===== config.mk =====
export PLATFORM = sky130hd
export DESIGN_NAME = ccr_div
export DESIGN_NICKNAME = d
export VERILOG_FILES = /design/src/rtl/ccr_div.sv
export SDC_FILE = /design/constraint.sdc
export NUM_CORES = 1
export LEC_CHECK = 0
export ABC_AREA = 0
export BUFFER_PORTS_ARGS = -buffer_cell sky130_fd_sc_hd__buf_2
export CAP_MARGIN = 0
export CORE_MARGIN = 3
export CORE_UTILIZATION = 35
export CTS_BUF_LIST = sky130_fd_sc_hd__clkbuf_4
export CTS_CLUSTER_SIZE = 10
export DETAILED_ROUTE_END_ITERATION = 12
export SLEW_MARGIN = 20
export SYNTH_ARGS = -nofsm -noshare
export SYNTH_HDL_FRONTEND = slang
export SYNTH_SLANG_ARGS = --single-unit

===== constraint.sdc =====
create_clock -name clk_i -period 3.5 [get_ports clk_i]
set_input_delay 0.525 -clock clk_i [delete_from_list [all_inputs] [get_ports clk_i]]
set_output_delay 0.525 -clock clk_i [all_outputs]
set_load 0.02 [all_outputs]

===== src/rtl/ccr_div.sv =====
// Pipelined restoring divider, several lanes, one quotient bit per stage, with a sideband.
module ccr_div #(
  parameter int unsigned LANES = 1,
  parameter int unsigned NW    = 8,
  parameter int unsigned DW    = 8,
  parameter int unsigned QW    = 8,
  parameter int unsigned SW    = 1
) (
  input  logic                       clk_i,
  input  logic                       rst_ni,
  input  logic                       en_i,
  input  logic                       valid_i,
  input  logic [LANES-1:0][NW-1:0]   num_i,
  input  logic [LANES-1:0][DW-1:0]   den_i,
  input  logic [SW-1:0]              side_i,
  output logic                       valid_o,
  output logic [LANES-1:0][QW-1:0]   quo_o,
  output logic [SW-1:0]              side_o
);

  logic [QW-1:0]                        vld_q;
  logic [QW-1:0][LANES-1:0][NW-1:0]     rem_q;
  logic [QW-1:0][LANES-1:0][DW-1:0]     den_q;
  logic [QW-1:0][LANES-1:0][QW-1:0]     quo_q;
  logic [QW-1:0][SW-1:0]                side_q;

  for (genvar k = 0; k < QW; k++) begin : g_stage
    localparam int unsigned SH = QW - 1 - k;
    logic                     vld_in;
    logic [LANES-1:0][NW-1:0] rem_in;
    logic [LANES-1:0][DW-1:0] den_in;
    logic [LANES-1:0][QW-1:0] quo_in;
    logic [SW-1:0]            side_in;
    logic [LANES-1:0][NW-1:0] rem_nx;
    logic [LANES-1:0][QW-1:0] quo_nx;

    if (k == 0) begin : g_first
      assign vld_in  = valid_i;
      assign rem_in  = num_i;
      assign den_in  = den_i;
      assign quo_in  = '0;
      assign side_in = side_i;
    end else begin : g_next
      assign vld_in  = vld_q[k-1];
      assign rem_in  = rem_q[k-1];
      assign den_in  = den_q[k-1];
      assign quo_in  = quo_q[k-1];
      assign side_in = side_q[k-1];
    end

    always_comb begin
      for (int l = 0; l < LANES; l++) begin
        rem_nx[l] = rem_in[l];
        quo_nx[l] = quo_in[l];
        if ((rem_in[l] >> SH) >= NW'(den_in[l])) begin
          rem_nx[l]     = rem_in[l] - (NW'(den_in[l]) << SH);
          quo_nx[l][SH] = 1'b1;
        end
      end
    end

    always_ff @(posedge clk_i or negedge rst_ni) begin
      if (!rst_ni) begin
        vld_q[k] <= 1'b0;
      end else if (en_i) begin
        vld_q[k] <= vld_in;
      end
    end

    always_ff @(posedge clk_i) begin
      if (en_i) begin
        rem_q[k]  <= rem_nx;
        den_q[k]  <= den_in;
        quo_q[k]  <= quo_nx;
        side_q[k] <= side_in;
      end
    end
  end

  assign valid_o = vld_q[QW-1];
  assign quo_o   = quo_q[QW-1];
  assign side_o  = side_q[QW-1];

endmodule


Yosys cells after proc, flatten, opt, wreduce, memory -nomap -nowiden

Cells that the tools add are included.

Order comparisons: 8
Multiplexer cells: 8
Add/sub/neg operators: 7

Operators by type and width:

| operator      | count |
|---|---|
| $mux W8       | 7 |
| $sub A8 B8 Y8 | 7 |
| $ge A1 B8 Y1  | 1 |
| $ge A2 B8 Y1  | 1 |
| $ge A3 B8 Y1  | 1 |
| $ge A4 B8 Y1  | 1 |
| $ge A5 B8 Y1  | 1 |
| $ge A6 B8 Y1  | 1 |
| $ge A7 B8 Y1  | 1 |
| $ge A8 B8 Y1  | 1 |
| $mux W1       | 1 |

Word-level logic and storage cells: 68
Input bits: 21
Register bits: 164
Output and inout port bits: 10

Logic depth before layout (Yosys ltp)

Depth after elaboration: 2
Mapped depth: 9
Gate-level depth less buffers: 8

Worst setup path before layout

Ideal clock, no wire load.

Kind: reg2reg
Start point: register den_q (netlist bit g_stage[6].den_in[0])
End point: register rem_q (netlist bit g_stage[7].rem_in[3]) (data pin)
Arrival: 1.989 ns
Cell stages (with the launch flop): 9
Path slack: 1.251 ns
Buffers on the path: 1
Required time: 3.240 ns
Period minus slack after synthesis: 2.249 ns
Setup time: 0.260 ns
Cell sequence: edfxtp_1 ha_1 fa_1 nand2b_1 a21oi_1 o21ai_1 and2_4 buf_6 mux2_4

RTL lines:

| what                            | RTL line | text |
|---|---|---|
| start, declared                 | 23       | `logic [QW-1:0][LANES-1:0][DW-1:0] den_q;` |
| start signal, assigned by index | 73       | `den_q[k] <= den_in;` |
| end signal, assigned by index   | 72       | `rem_q[k] <= rem_nx;` |
| end, declared                   | 22       | `logic [QW-1:0][LANES-1:0][NW-1:0] rem_q;` |

==> impl_metrics.ini <==
[outcome]
status = finished clean

[grt]
antenna_found_initial = 0
grt_max_degree = 69
grt_pass1_wl_mm = 15.1
grt-ovfl-total = 0
grt_pass1_vias = 3417
grtUsageTotal_pct = 9.30

[drt]
drtPass1Iterations = 4
routed_wl_mm = 8.94
drt_iter0_markers = 161
vias = 3231
wl_per_cell_um = 12.8
antenna_left = 0
drc = 0
avgViaCountPerCell = 4.62

[setup_path]
path_depth = 7
cp-end-kind = flop
crit_required_ps = 3810
cp_top_family = adder cells
rr_endpoint = g_stage[7].rem_in[3]
crit_type = reg2reg
cp.buffers_inverters = 0
worst-path-max-fanout = 8
path_cells = ha_1 -> fa_1 -> nand2b_1 -> a21oi_1 -> o21ai_1 -> and2_4 -> mux2_4
reg2reg_depth = 7
crit_path_end = g_stage[7].rem_in[3]
slowest_stage = edfxtp_1
reg2reg_slack_ps = 1180
cp.arrival_ps = 2630
crit_path_start_kind = flop
critPathLaunch = g_stage[6].den_in[0]
r2r-start = g_stage[6].den_in[0]
max_stage_delay_ps = 420

[synth]
postSynthCellCount = 407
synth_cell_types = 42
synth_nets = 470
ys_seq_area_share_pct = 72.8
avgSynthCellArea_um2 = 16.5
synthArstFlopShare_pct = 4.88
yosysWarningCount = 0
synth_flop_cell = edfxtp_1
netlist_area_mm2 = 0.00671
synth_enable_flop_cells = 156
ys_seq_elements = 164

[pwr]
comb_power_share_pct = 9.3
pwr-share-clk_pct = 32.4
internal-power_mw = 3.15
p_seq_share_pct = 58.3
p_per_area_mw_per_mm2 = 541
ir_worst_vdd_v = 0.000474
p_total_mw = 4.08
switching_share_pct = 22.8
leakagePower_nw = 2.99
p_switching_uw = 929

[timing]
holdWs_ps = 148
tightest_slew_ps = 594
fin_ws_ps = 1180
fin_skew_ps = 15.1
rsz0062_at_grt = false
fmax_mhz = 431
fin_crit_ps = 2320
setup-violations-final = 0
max_slew_margin_pct = 60.1
min_period_over_period_pct = 66.3
tns_ps = 0
hold_violations = 0
drv_slew = 0

[clock_tree]
cts_buffers = 17
cts.path.max_buffers = 2
ctsResizeCount = 0
clk_latency_ps = 540
post_cts_buffers = 0
cts_hold_buf = 1
cts-root-buf = clkbuf_4
cts_tree = done
clock_sinks = 164
clk_pin_slew_ps = 140
htree_levels = 4

[final_layout]
diodes = 0
final_area_mm2 = 0.00753
final_nets = 520
areaGrowthSynthToFinish_pct = 12.3
layout-drive-gt1-share_pct = 18.7

[run]
maxCapViolCount = 0

[placement]
placed_area_mm2 = 0.00716
dp_hpwl_mm = 6.00
port_buffers = 30
dp_slack_ps = 1210
gp_congestion = 0.817

[hold_path]
min_path_type = in2reg
timing.hold.worst_path_depth = 1

[floorplanning]
initial_utilization_pct = 36.5
rows = 49
ios = 31
die_area_mm2 = 0.0209
die_h_um = 144
core_mm2 = 0.0184
die_w_um = 144
-- stage by stage --
| stage | util, % | std cells |
|---|---|---|
| floorplan | - | 407 |
| global placement | 38.9 | 666 |
| detailed placement | 38.9 | 666 |
| CTS | 41.0 | 699 |
| global route | 41.0 | 699 |
| finish | 41.0 | 699 |
-- final cells by class --
cell class | instances | area, um^2
fillers | 1646 | 10900
clock inverters | 14 | 225
clock buffers | 18 | 135
repair buffers | 33 | 194
well taps | 229 | 287
multi-input cells | 190 | 1620
flip-flops and latches | 164 | 4880
inverters | 51 | 191
-- sequential cells by signal (all words and copies together) (netlist names) --
register         cells
g_stage.quo_in      28
g_stage.vld_in       7
g_stage.den_in      56
side_o               1
g_stage.side_in      7
g_stage.rem_in      56
quo_o                8
valid_o              1
-- power by group through the flow --
stage	Clock, mW	Sequential (mW)	Combinational [mW]
global route	1.46	2.40	0.437
finish	1.32	2.38	0.381
floorplan	0	2.42	0.255
global placement	0	2.42	0.367
detailed placement	0	2.43	0.384
CTS	1.38	2.38	0.387
-- cell usage in the layout (no fill, tap or decap), types with 4 or more instances in the layout --
cell and n:
nand3_1 6, fa_1 6, clkinv_4 4, ha_1 36, nor2_1 12, o21a_1 4
o21ai_0 17, edfxtp_1 156, mux2_2 16, a21o_1 4, clkbuf_4 18, xor2_1 4
nor2b_1 6, nand2b_1 5, nor4_1 5, dfrtp_1 8, xnor2_1 5, a21oi_1 13
buf_2 29, inv_1 51, mux2i_1 8, nand2_1 16, bufinv_16 5
-- kinds of logic after synthesis --
kind of cell | Yosys count | synth area share (%)
DFF | 164 | 72.8
and+or+nand+nor | 61 | 4.89
buffers and inverters | 53 | 3.08
AOI/OAI and AO/OA | 51 | 4.96
adders and majority gates | 42 | 8.51
muxes | 27 | 4.55
xor gates and xnor gates | 9 | 1.18
-- layer usage --
metal,GRT usage (%),share of wire [%],vias to the layer above
li1,-,-,1606
met1,9.82,42,1561
met2,16.5,53,52
met3,3.44,3.8,12
met4,4.22,1.9,0
met5,0,0,-
-- worst min-delay path by stage --
stage,slack (ps),endpoint,from
floorplan,230,g_stage[1].vld_in,rst_ni
global placement,370,valid_o,rst_ni
detailed placement,370,g_stage[5].vld_in,rst_ni
CTS,70,g_stage[1].side_in,side_i
global route,60,g_stage[1].side_in,side_i
finish,150,g_stage[1].side_in,side_i
-- synthesized netlist by cell type (2+ instances only) --
| cell type | number | share of area [%] |
|---|---|---|
| edfxtp_1 | 156 | 70 |
| inv_1 | 51 | 2.9 |
| ha_1 | 36 | 6.7 |
| o21ai_0 | 17 | 1.3 |
| mux2_2 | 16 | 2.7 |
| nand2_1 | 16 | 0.90 |
| a21oi_1 | 13 | 0.97 |
| nor2_1 | 12 | 0.67 |
| dfrtp_1 | 8 | 3.0 |
| mux2i_1 | 8 | 1.2 |
| fa_1 | 6 | 1.8 |
| nand3_1 | 6 | 0.45 |
| nor2b_1 | 6 | 0.56 |
| nand2b_1 | 5 | 0.47 |
| nor4_1 | 5 | 0.47 |
| xnor2_1 | 5 | 0.65 |
| a21o_1 | 4 | 0.45 |
| o21a_1 | 4 | 0.45 |
| xor2_1 | 4 | 0.52 |
| mux2_4 | 3 | 0.67 |
| nor3_1 | 3 | 0.22 |
| o31a_1 | 2 | 0.26 |
| o31ai_1 | 2 | 0.22 |
-- worst register-to-register path, delay by kind of cell, from the launching register on --
family,cells,cell delay (ps)
adder cells (fa/ha/maj),2,620
flip-flops,1,420
AND/OR/NAND/NOR,2,410
AO/OA/AOI/OAI,2,350
multiplexers,1,300
No activity file was read; power rests on OpenSTA's default activity.
