**src/rtl/ccr_sqrt.sv**
```systemverilog
// Pipelined integer square root, one root bit per stage, with a carried sideband.
module ccr_sqrt #(
  parameter int unsigned RW = 33,
  parameter int unsigned SW = 1
) (
  input  logic            clk_i,
  input  logic            rst_ni,
  input  logic            en_i,
  input  logic            valid_i,
  input  logic [2*RW-1:0] x_i,
  input  logic [SW-1:0]   side_i,
  output logic            valid_o,
  output logic [RW-1:0]   root_o,
  output logic [SW-1:0]   side_o
);

  logic [RW-1:0]                vld_q;
  logic [RW-1:0][2*RW-1:0]      x_q;
  logic [RW-1:0][RW+1:0]        rem_q;
  logic [RW-1:0][RW-1:0]        root_q;
  logic [RW-1:0][SW-1:0]        side_q;

  for (genvar k = 0; k < RW; k++) begin : g_stage
    localparam int unsigned P = RW - 1 - k;
    logic            vld_in;
    logic [2*RW-1:0] x_in;
    logic [RW+1:0]   rem_in;
    logic [RW-1:0]   root_in;
    logic [SW-1:0]   side_in;
    logic [RW+1:0]   cur;
    logic [RW+1:0]   trial;
    logic [RW+1:0]   rem_nx;
    logic [RW-1:0]   root_nx;

    if (k == 0) begin : g_first
      assign vld_in  = valid_i;
      assign x_in    = x_i;
      assign rem_in  = '0;
      assign root_in = '0;
      assign side_in = side_i;
    end else begin : g_next
      assign vld_in  = vld_q[k-1];
      assign x_in    = x_q[k-1];
      assign rem_in  = rem_q[k-1];
      assign root_in = root_q[k-1];
      assign side_in = side_q[k-1];
    end

    assign cur   = {rem_in[RW-1:0], x_in[2*P+1 -: 2]};
    assign trial = {root_in, 2'b01};

    always_comb begin
      if (cur >= trial) begin
        rem_nx  = cur - trial;
        root_nx = {root_in[RW-2:0], 1'b1};
      end else begin
        rem_nx  = cur;
        root_nx = {root_in[RW-2:0], 1'b0};
      end
    end

    always_ff @(posedge clk_i or negedge rst_ni) begin
      if (!rst_ni) begin
        vld_q[k] <= 1'b0;
      end else if (en_i) begin
        vld_q[k] <= vld_in;
      end
    end

    always_ff @(posedge clk_i) begin
      if (en_i) begin
        x_q[k]    <= x_in;
        rem_q[k]  <= rem_nx;
        root_q[k] <= root_nx;
        side_q[k] <= side_in;
      end
    end
  end

  assign valid_o = vld_q[RW-1];
  assign root_o  = root_q[RW-1];
  assign side_o  = side_q[RW-1];

endmodule

```
**config.mk**
```make
export PLATFORM = sky130hd
export DESIGN_NAME = ccr_sqrt
export DESIGN_NICKNAME = d
export VERILOG_FILES = /design/src/rtl/ccr_sqrt.sv
export SDC_FILE = /design/constraint.sdc
export NUM_CORES = 2
export LEC_CHECK = 0
export BUFFER_PORTS_ARGS = -buffer_cell sky130_fd_sc_hd__buf_4
export CAP_MARGIN = 20
export CORE_UTILIZATION = 54
export CTS_CLUSTER_DIAMETER = 50
export DETAILED_ROUTE_END_ITERATION = 10
export PLACE_DENSITY = 0.7
export RECOVER_POWER = 100
export SYNTH_ARGS = -nofsm -noshare
export SYNTH_HDL_FRONTEND = slang
export SYNTH_SLANG_ARGS = --single-unit
```
**constraint.sdc**
```tcl
create_clock -name clk_i -period 4 [get_ports clk_i]
set_input_delay 1.2 -clock clk_i [delete_from_list [all_inputs] [get_ports clk_i]]
set_output_delay 1.2 -clock clk_i [all_outputs]
set_load 0.005 [all_outputs]
```
Word level (Yosys, flattened, before mapping)
Cells that the tools add are included.
{"block": "word_totals", "reg_bits": 2709, "in_bits": 71, "latch_bits": 0, "romBits": 0, "memories": 0, "wordCells": 294, "ramBits": 0}
{"block": "op_classes", "reduce_logical": 0, "eq_ne": 0, "mux": 65, "bitwise_logic": 0, "n_lt_le_gt_ge": 33, "mul": 0, "shifts": 0, "div_mod_pow": 0, "n_addsub": 32}
{"cell": "$mux W33", "count": 31}
{"cell": "$ge A35 B10 Y1", "count": 1}
{"cell": "$ge A35 B11 Y1", "count": 1}
{"cell": "$ge A35 B12 Y1", "count": 1}
{"cell": "$ge A35 B13 Y1", "count": 1}
{"cell": "$ge A35 B14 Y1", "count": 1}
{"cell": "$ge A35 B15 Y1", "count": 1}
{"cell": "$ge A35 B16 Y1", "count": 1}
{"cell": "$ge A35 B17 Y1", "count": 1}
{"cell": "$ge A35 B18 Y1", "count": 1}
{"cell": "$ge A35 B19 Y1", "count": 1}
{"cell": "$ge A35 B20 Y1", "count": 1}
{"cell": "$ge A35 B21 Y1", "count": 1}
{"cell": "$ge A35 B22 Y1", "count": 1}
{"cell": "$ge A35 B23 Y1", "count": 1}
{"cell": "$ge A35 B24 Y1", "count": 1}
{"cell": "$ge A35 B25 Y1", "count": 1}
{"cell": "$ge A35 B26 Y1", "count": 1}
{"cell": "$ge A35 B27 Y1", "count": 1}
{"cell": "$ge A35 B28 Y1", "count": 1}
{"cell": "$ge A35 B29 Y1", "count": 1}
{"cell": "$ge A35 B3 Y1", "count": 1}
{"cell": "$ge A35 B30 Y1", "count": 1}
{"cell": "$ge A35 B31 Y1", "count": 1}
{"cell": "44 further kinds", "count": 76}

Longest topological paths before layout
{"block": "depth", "depth_word": 2, "ltp_mapped": 15, "depth_no_buf": 13}

Least setup slack after synthesis
OpenSTA, ideal clock, no wires.
{"block": "synth_path", "path_kind": "register to register", "start": "register rem_q (netlist bit g_stage[25].rem_in[3])", "end": "register rem_q (netlist bit g_stage[26].rem_in[21]), data pin", "slack_ps": 582, "t_arrival_ps": 3159, "path_stages_with_launch": 12, "required_ps": 3740, "n_path_buf": 2, "period_less_slack_ps": 3418, "setup_time_ps": 260, "path_cell_list": "edfxtp_1 > ha_1 > a21o_1 > a221o_1 > a21oi_1 > o21ai_1 > a311oi_2 > o21ai_0 > or4_1 > buf_2 > buf_2 > mux2_2"}
{"block": "synth_between", "elab_chain_cells": 2, "elab_cells_between_ends": 3, "classes_between": "add/sub (1); order compare (1); mux (1)"}
{"item": "from (decl)", "line": "19", "text": "logic [RW-1:0][RW+1:0] rem_q;"}
{"item": "from (signal, indexed assignment)", "line": "73", "text": "rem_q[k] <= rem_nx;"}
{"item": "$sub A33 B27 Y33 or $ge A35 B27 Y1 (tied branches)", "line": "54, 53"}
{"item": "$mux W33 (*)", "line": "53", "text": "if (cur >= trial) begin"}
{"item": "net g_stage[25].rem_nx[21]", "line": "32", "text": "logic [RW+1:0] rem_nx;"}
Mark *: on every way through the listed nets, which the timed path passes. The rest lies on a longest branch.
A chain may end at the register's enable or synchronous reset.

Final worst setup path
{"block": "layout_path", "start": "register rem_q (netlist bit g_stage[25].rem_in[1])", "end": "register rem_q (netlist bit g_stage[26].rem_in[20]), data pin"}
Same word-level chain as after synthesis.

==> flow_metrics.py <==
metrics = {
    "yosys": {
        "syn_nets": 10116,
        "synth_top_area_share_pct": 64.2,
        "synth_area_leaders": "edfxtp_1, ha_1, xor2_1, xnor2_1, a21oi_1",
        "yosysMostFrequentCell": "edfxtp_1",
        "syn_inst": 9447,
        "ys.flop_type": "edfxtp_1",
        "yosysUniqueCellTypes": 105,
        "synth_top_cell_by_area": "edfxtp_1",
        "synth-seq-area-share_pct": 64.9,
        "synth_edf_count": 2644,
        "netlist_area_sq_um": 124000,
        "async_flop_share_pct": 1.23,
        "syn_area_per_cell_sq_um": 13.1,
        "ys_seq_elements": 2677,
        "yosysWarnings": 0,
        "synth_common_cells": "edfxtp_1, inv_1, nand2_1, ha_1, a21oi_1",
    },
    "placement": {
        "post-place-ws_ps": -118,
        "dpl.hpwl_mm": 183,
        "routabilityCongestion": 0.904,
        "port_buffers": 105,
    },
    "power": {
        "seq_power_share_pct": 45.6,
        "swShare_pct": 28.6,
        "peakVddDrop_mv": 0.582,
        "clkPwrFrac_pct": 33.6,
        "p_leak_nw": 53.7,
        "intPower_mw": 59.9,
        "p_sw_mw": 24.0,
        "pwr-share-comb_pct": 20.8,
        "pwr_density_cell_nw_per_um2": 602,
    },
    "global_routing": {
        "antenna_found_initial": 1,
        "grt_pass1_wl_mm": 399,
        "grt_overflow": 0,
        "grt_max_degree": 131,
        "grt.total_usage_pct": 21.9,
        "grt_pass1_vias": 73279,
    },
    "routing": {
        "vias": 73953,
        "vias_per_cell": 5.63,
        "ant_nets": 0,
        "drt_iter0_markers": 5379,
        "drc": 0,
        "wl_mm": 254,
        "avgRoutedWirePerCell_um": 19.3,
        "drt_pass1_iterations": 6,
    },
    "floorplan": {
        "io_pins": 106,
        "rows": 175,
        "die_x_um": 480,
        "die_h_um": 480,
        "die_area_sq_um": 231000,
        "core_sq_um": 227000,
        "start_util_pct": 54.3,
    },
    "setup_path": {
        "r2r_cells": 12,
        "critPathKind": "reg -> reg",
        "crit_required_ps": 4630,
        "critical_path.cell_chain": "ha_1, a21oi_1, nand2_1, a221o_1, a21oi_2, o21ai_1, a311oi_2, buf_4, o21ai_0, or4_4, buf_12, mux2_2",
        "timing.rr.end": "g_stage[26].rem_in[20]",
        "critPathCaptureType": "register",
        "critPathLaunchType": "register",
        "crit_slowest_cell": "or4_4",
        "cpPeakStageDelay_ps": 560,
        "worstReg2RegStart": "g_stage[25].rem_in[1]",
        "worstPathMaxFanout": 35,
        "worst-r2r-setup-slack_ps": 150,
        "worst_ep_arrival_time_ps": 4480,
    },
    "clocking": {
        "clock_latency_ps": 930,
        "htreeDepth": 5,
        "clkSinkCount": 2677,
        "cts-buffers-inserted": 327,
        "root_buffer": "clkbuf_16",
        "cts_hold_buf": 0,
        "cts_buffer_depth": 4,
        "tritoncts": "built",
        "clk_pin_slew_worst_paths_ps": 60,
    },
    "timing": {
        "setup_viol": 0,
        "tightest_slew_ps": 2870,
        "drv_slew": 89,
        "fin_crit_ps": 3850,
        "timing.fmax_ghz": 0.260,
        "fin_skew_ps": 52.2,
        "worst_slack_ps": 151,
        "hold_viol": 0,
        "holdWs_ps": 392,
        "slew_headroom_pct": -91.6,
        "min_period_over_period_pct": 96.2,
    },
    "hold_path": {
        "holdPathStages": 0,
        "hp-class": "reg -> reg",
        "whs_endpoint": "g_stage[3].x_in[2]",
        "worstHoldStart": "g_stage[2].x_in[2]",
    },
    "layout": {
        "synthToLayoutAreaGrowth_pct": 12.7,
        "finalNetCount": 10537,
        "final_core_util_pct": 61.2,
        "drive_gt1_share_pct": 9.51,
    },
    "status": {
        "status": "complete, but fails checks",
        "failed_checks": "capacitance limit, slew limit",
    },
    "run": {
        "max_cap_viol_count": 2,
    },
}
[critical path: cells and delay by family (launching register included)]
| kind | cells | cell delay (ps) |
|---|---|---|
| AND/OR/NAND/NOR | 2 | 670 |
| multiplexers | 1 | 280 |
| buffers and inverters | 2 | 400 |
| AO/OA/AOI/OAI | 6 | 1410 |
| adder cells (fa/ha/maj) | 1 | 380 |
| flip-flops | 1 | 390 |
[cell usage in the layout, fill, tap and decap left out, drive strengths merged, types with 54 or more instances in the layout]
cell	count
edfxtp	2644
inv	782
nand2	649
ha	598
a21oi	597
nor2	559
clkbuf	539
o21ai	482
xor2	421
xnor2	396
a21o	269
nor3	253
nand3	153
clkinv	127
mux2	124
buf	117
o21a	112
nor4	111
nand2b	96
nand4	95
or3	85
nor2b	83
o31ai	70
o21bai	54
[what timing repair did]
action / CTS / global route
endpoints found under the hold margin: 0 / 0
gates cloned: 0 / 1
setup buffers: 0 / 2
gates resized for setup: 1 / 12
pin swaps: 0 / 4
endpoints found under the setup margin: 15 / 85
[sequential cells by signal, indices dropped and copies added, names as in the netlist]
register	flops
valid_o	1
g_stage.vld_in	32
g_stage.rem_in	994
g_stage.side_in	32
g_stage.x_in	1056
root_o	33
side_o	1
g_stage.root_in	528
[power by group through the flow]
stage                     sequential, mW  combinational [mW]  clock [mW]
after CTS                           38.3                17.4        28.9
final                               38.2                17.4        28.2
after global routing                38.6                19.4        29.9
after floorplan                     37.5                12.8           0
after global placement              38.7                16.9           0
after detailed placement            38.8                17.2           0
[stage by stage]
stage | power [mW] | std cells | cell area (sq um) | TNS (ps)
floorplan | 50.2 | 9447 | 124000 | 0
global placement | 55.6 | 12545 | 129000 | -497
detailed placement | 56.0 | 12545 | 129000 | -659
CTS | 84.5 | 13120 | 140000 | 0
global route | 87.9 | 13124 | 139000 | -8.89
finish | 83.8 | 13124 | 139000 | 0
[final cells by class]
cell class,count,area (sq um)
clock inverter,204,1960
timing repair buffer,285,2190
fill,17214,88200
sequential,2677,80200
tap,3009,3760
multi-input combinational,5829,39900
inverter,748,2810
clock buffer,371,8390
antenna,1,2.50
[cells by family after synthesis]
group | after synthesis | share of synthesized area (%)
AOI/OAI and AO/OA | 1917 | 9.67
other | 1 | 0.00303
adders and majority gates | 598 | 6.05
and+or+nand+nor | 2350 | 9.38
DFF | 2677 | 64.9
xor gates and xnor gates | 817 | 5.79
muxes | 145 | 1.30
buffers and inverters | 942 | 2.91
[layer usage]
metal | up-vias | GRT usage, % | routed length, um
met1 | 35842 | 27.8 | 107000
met4 | 0 | 7.46 | 8490
met2 | 1731 | 38.5 | 128000
met3 | 546 | 2.89 | 10100
met5 | - | 0 | 0
li1 | 35834 | - | -
[worst max-delay path by stage]
| stage | start | endpoint |
|---|---|---|
| 2_1_floorplan | g_stage[25].rem_in[3] | g_stage[26].rem_in[21] |
| 3_3_place_gp | g_stage[11].rem_in[12] | g_stage[12].rem_in[22] |
| 3_5_place_dp | g_stage[11].rem_in[12] | g_stage[12].rem_in[22] |
| 4_1_cts | g_stage[25].rem_in[3] | g_stage[26].rem_in[20] |
| 5_1_grt | g_stage[31].rem_in[0] | g_stage[32].rem_in[28] |
| 6_report | g_stage[25].rem_in[1] | g_stage[26].rem_in[20] |
No activity file was read; power rests on OpenSTA's default activity.
